**src/rtl/sss_pkg.sv**
```systemverilog
`timescale 1ns / 1ps
`default_nettype none
package sss_pkg;

    localparam int MAX_ENTRIES = 4096;
    localparam int VEC_LEN     = 1024;

    typedef enum logic [1:0] {
        FUNC_WRITE_ENTRY = 2'd0,
        FUNC_WRITE_VEC   = 2'd1,
        FUNC_RUN         = 2'd2,
        FUNC_READ        = 2'd3
    } func_t;

    localparam logic [0:0] REG_STEP_COEF   = 1'b0;
    localparam logic [0:0] REG_ENTRY_COUNT = 1'b1;

    typedef struct packed {
        logic [1:0]         func;
        logic [11:0]        slot;
        logic [9:0]         row;
        logic [9:0]         col;
        logic signed [31:0] coef;
        logic [9:0]         vec_index;
        logic signed [31:0] real_in;
        logic signed [31:0] imag_in;
    } in_item_t;

    typedef struct packed {
        logic signed [31:0] real_out;
        logic signed [31:0] imag_out;
        logic               done_res;
    } out_item_t;

    typedef enum logic [3:0] {
        ST_IDLE,
        ST_RD_ENTRY,
        ST_RD_OPER,
        ST_MUL1,
        ST_MUL2,
        ST_SUM,
        ST_WRITE,
        ST_READ,
        ST_RESP
    } back_state_t;

    function automatic logic signed [31:0] sat32(input logic signed [65:0] v);
        logic signed [31:0] r;
        if (v > 66'sd2147483647)
            r = 32'sh7fffffff;
        else if (v < -66'sd2147483648)
            r = 32'sh80000000;
        else
            r = v[31:0];
        return r;
    endfunction

endpackage
`default_nettype wire

```
**src/rtl/sss_queue.sv**
```systemverilog
`timescale 1ns / 1ps
`default_nettype none
module sss_queue
    import sss_pkg::*;
(
    input  wire logic     clk,
    input  wire logic     rst_n,
    input  wire logic     push_valid,
    output logic          push_ready,
    input  wire in_item_t push_item,
    output logic          pop_valid,
    input  wire logic     pop_ready,
    output in_item_t      pop_item
);

    in_item_t   slot_reg [2];
    logic       wr_ptr_reg;
    logic       wr_ptr_next;
    logic       rd_ptr_reg;
    logic       rd_ptr_next;
    logic [1:0] count_reg;
    logic [1:0] count_next;
    logic       push_fire;
    logic       pop_fire;

    assign push_ready = (count_reg != 2'd2);
    assign pop_valid  = (count_reg != 2'd0);
    assign pop_item   = slot_reg[rd_ptr_reg];
    assign push_fire  = push_valid && push_ready;
    assign pop_fire   = pop_valid && pop_ready;

    always_comb
    begin
        wr_ptr_next = push_fire ? ~wr_ptr_reg : wr_ptr_reg;
        rd_ptr_next = pop_fire ? ~rd_ptr_reg : rd_ptr_reg;
        count_next  = count_reg + {1'b0, push_fire} - {1'b0, pop_fire};
    end

    always_ff @(posedge clk or negedge rst_n)
    begin
        if (!rst_n)
        begin
            wr_ptr_reg <= 1'b0;
            rd_ptr_reg <= 1'b0;
            count_reg  <= 2'd0;
        end
        else
        begin
            wr_ptr_reg <= wr_ptr_next;
            rd_ptr_reg <= rd_ptr_next;
            count_reg  <= count_next;
        end
    end

    always_ff @(posedge clk)
    begin
        if (push_fire)
            slot_reg[wr_ptr_reg] <= push_item;
    end

endmodule
`default_nettype wire

```
**config.mk**
```make
export PLATFORM = sky130hd
export DESIGN_NAME = sss_queue
export DESIGN_NICKNAME = d
export VERILOG_FILES = /design/src/rtl/sss_pkg.sv /design/src/rtl/sss_queue.sv
export SDC_FILE = /design/constraint.sdc
export NUM_CORES = 1
export LEC_CHECK = 0
export ABC_CLOCK_PERIOD_IN_PS = 19300
export BUFFER_PORTS_ARGS = -buffer_cell sky130_fd_sc_hd__buf_2
export CORE_MARGIN = 2
export CORE_UTILIZATION = 56
export DETAILED_ROUTE_END_ITERATION = 12
export PLACE_DENSITY = 0.87
export SYNTH_ARGS = -nofsm -noshare
export SYNTH_HDL_FRONTEND = slang
export SYNTH_SLANG_ARGS = --single-unit
```
**constraint.sdc**
```tcl
create_clock -name clk -period 19.3 [get_ports clk]
set_input_delay 5.79 -clock clk [delete_from_list [all_inputs] [get_ports clk]]
set_output_delay 5.79 -clock clk [all_outputs]
set_load 0.05 [all_outputs]
```
# Yosys cells after proc, flatten, opt, wreduce, memory -nomap -nowiden
# Memory sizes are Yosys's and may differ from the RTL's.
# Cells that the tools add are included.
[word_totals]
reg_bits = 4
ram_bits = 280
input_bits = 144
out_inout_bits = 142
word_cells = 14
memories = 1
[mem_list]
columns = ["name", "depth", "width", "read_ports", "rd_clocked_by_memory_dff", "wr", "line", "source"]
rows = [
  ["slot_reg", 2, 140, 1, 0, 1, "sss_queue.sv:16", "in_item_t slot_reg [2];"],
]
[classes]
add_sub_neg = 2
eq_ne = 1
muxes = 2
bitwise_logic = 2
reduce_logical = 3
[ops]
columns = ["op", "count"]
rows = [
  ["2-bit by 1-bit adder with 2-bit output", 1],
  ["1-bit logical AND", 2],
  ["1-bit two-way mux", 2],
  ["2-bit inequality test, second input constant", 1],
  ["1-bit inverter", 2],
  ["2-bit nonzero test", 1],
  ["2-bit by 1-bit subtractor with 2-bit output", 1],
]

# Longest topological paths before layout
[depth]
word_depth = 4
mapped_depth = 7
mapped_depth_nobuf = 7

# Least setup slack after synthesis
# No wires, ideal clock.
[synth_path]
path_kind = "input to register"
startpoint = "in push_valid"
endpoint = "mem slot_reg[0][0] (netlist bit) (enable)"
setup_time_ns = 0.642
t_arrival_ns = 11.723
required_ns = 18.658
slack_ns = 6.935
stages = 2
path_buffers = 0
path_cell_list = "nand2_1 -> nor2_1"
[synth_between]
elab_chain_cells = 3
[synth_lines]
columns = ["element", "line", "source"]
rows = [
  ["start: declaration", "sss_queue.sv:8", "input wire logic push_valid,"],
  ["1-bit logical AND", "sss_queue.sv:29", "assign push_fire = push_valid && push_ready;"],
  ["1-bit two-way mux", "sss_queue.sv:57", "if (push_fire)"],
  ["1-bit two-way mux (not written as such)", "sss_queue.sv:58", "slot_reg[wr_ptr_reg] <= push_item;"],
  ["end: declaration", "sss_queue.sv:16", ""],
]
# Every way passes these cells.

==> metrics.txt <==
setup slack, reg-to-reg about 17 ns; Cell Rows 50; setup total negative slack 0 ns; post-route ant nets 0; Remaining DRCs 0; Power Internal approximately 1.5 mW; max reg flops 280; Post-synth EDFFs 280; gate count after technology mapping 453; H-tree levels 1; Worst-Skew Late Latency 0.52 ns; Slew Viols, Final 0; Max Freq 118 MHz; Wirelength per Cell between 15 and 20 µm; status completed; routability cong. 0.751; vias in the first global route 5633; Max Root-Sink Buffers 3; HPWL after DPL 13500 µm; Max Cap Viol 0; largest net degree at the start of global routing 86; Seq cells post-synth 284; Pre-antenna DRT Iters 4; sw power 0.985 mW; commonest non-fill, non-tap cell in the layout buf_2; Reg power frac between 30% and 40%; multi-input gate area in the final layout 0.00202 mm²; antenna violations before repair 2; via count 5360; CP Launch Point rd_ptr_reg; r2r endpoint slot_reg[1][125]; Post-Syn Nets about 600; Max IR drop VDD 0.172 mV; CP arrival 2.70 ns; register area share after synthesis 79.7%; final wirelength a little over 20000 µm; net switching fraction of the power 40.2%; Yosys cell types 17; CP endpoint kind output port; Post-CTS Resized 0; Die W 142 µm; leading register cell type out of synthesis edfxtp_1; Logic pwr share 42.3%; worst r2r src count_reg[0]; Hold/Removal Path Class register to register; hold buffers post-CTS 0; area grow syn2layout 23.6%; Final setup viols 0; CP max FO 71; PortBufs 285; Slew HR 23.9%; required time of the critical path 13.51 ns; most frequent cells in the layout buf_2 (285), edfxtp_1 (280), mux2_4 (90); cell area after synthesis ~0.011 mm²; clock transition time at the flip-flop clock pins of the worst setup and hold paths 0.06 ns; skew final about 0.0044 ns; RSZ-0062 raised after global routing false; Avg Cell Area, Syn between 20 and 25 µm²; critical path type register to output port; Power Total 2.45 mW; sequential cell area 0.00851 mm²; Tightest Pin Transition 1.14 ns; Leak ~5.2 nW; synth warn 0; Top-Level Pins ~290; core area 0.0187 mm²; Synth async-reset ratio 1.41%; grt ovf 0; Power Dens Cells 186 mW/mm²; Final min period roughly 8.5 ns; first-pass GRT wire length 29900 µm; Worst setup endpoint pop_item[1]; die area 0.0202 mm²; CTS tree done; Final nets 904; die span in y about 140 µm; initial core utilization 57.1%; Reg2Reg Depth 3; crit path launch type register; fraction of layout instances using a drive strength above 1 60.7%; Total GRT Usage 19.4%; crit share post-route 44.0%; DRT iter0 DRCs 297; clock share of power 21.4%; Hold WS 0.546 ns; CTS Root Cell clkbuf_16; Final Hold Fails 0; fillers roughly 1100; clk sinks 284; via-per-instance ratio 5.29; CTS buffer count 29; post-CTS setup buffer count 0
[stage by stage]
step	util (%)	cell area, µm²	std cells	setup slack, ns
3_3_place_gp	65.7	12300	961	11.31
4_1_cts	70.5	13200	1012	10.76
2_1_floorplan	-	10700	453	6.93
5_1_grt	70.5	13200	1012	10.66
6_report	70.5	13200	1014	10.81
3_5_place_dp	65.7	12300	961	11.22
[power by group through the flow]
stage	Sequential, mW	Clock, mW	Combinational [mW]
after global placement	0.892	0	1.02
after detailed placement	0.903	0	1.04
after global routing	0.902	0.560	1.08
final	0.891	0.525	1.04
after floorplan	0.906	0	0.867
after CTS	0.892	0.537	1.04
[layout make-up]
type                       count  area share [%]
antenna                        2          0.0379
clock inverter                17            1.17
multi-input combinational    152            15.3
inverter                       1          0.0284
timing repair buffer         290            11.1
tap                          234            2.22
clock buffer                  34            5.64
sequential                   284            64.5
[worst min-delay path by stage]
stage,to,startpoint,cells after the start
2_1_floorplan,wr_ptr_reg,wr_ptr_reg,1
3_3_place_gp,count_reg[0],count_reg[0],1
3_5_place_dp,count_reg[0],count_reg[0],1
4_1_cts,count_reg[0],count_reg[0],1
5_1_grt,count_reg[0],count_reg[0],1
6_report,count_reg[0],count_reg[0],1
[critical path, cell delays in order (launching register included)]
cell and delay [ns]:
dfrtp_4 0.59, buf_4 0.87, mux2_2 0.42, buf_2 0.21
[layer usage]
metal	wire, µm	GRT usage, %	vias to the layer above
li1	-	-	2419
met1	7840	23.9	2637
met2	10200	33.7	254
met3	1640	4.98	48
met4	558	6.58	2
met5	13	0	-
[cells in the mapped netlist (all sizes together), types with 2 or more instances]
| cell type | instances | area, µm² |
|---|---|---|
| xnor2 | 3 | 26.3 |
| edfxtp | 280 | 8410 |
| mux2 | 140 | 1910 |
| ha | 2 | 25.0 |
| dfrtp | 4 | 100 |
| buf | 16 | 153 |
[cell families (layout without fill, tap and decap cells)]
| family | count (synthesis) | after routing | share of synthesized area (%) |
|---|---|---|---|
| xor gates and xnor gates | 4 | 4 | 0.328 |
| adders and majority gates | 2 | 2 | 0.234 |
| buffers and inverters | 17 | 342 | 1.47 |
| DFF | 284 | 284 | 79.7 |
| muxes | 140 | 140 | 17.9 |
| other | 0 | 2 | 0 |
| and+or+nand+nor | 6 | 6 | 0.305 |
(Power assumes the default switching activity.)
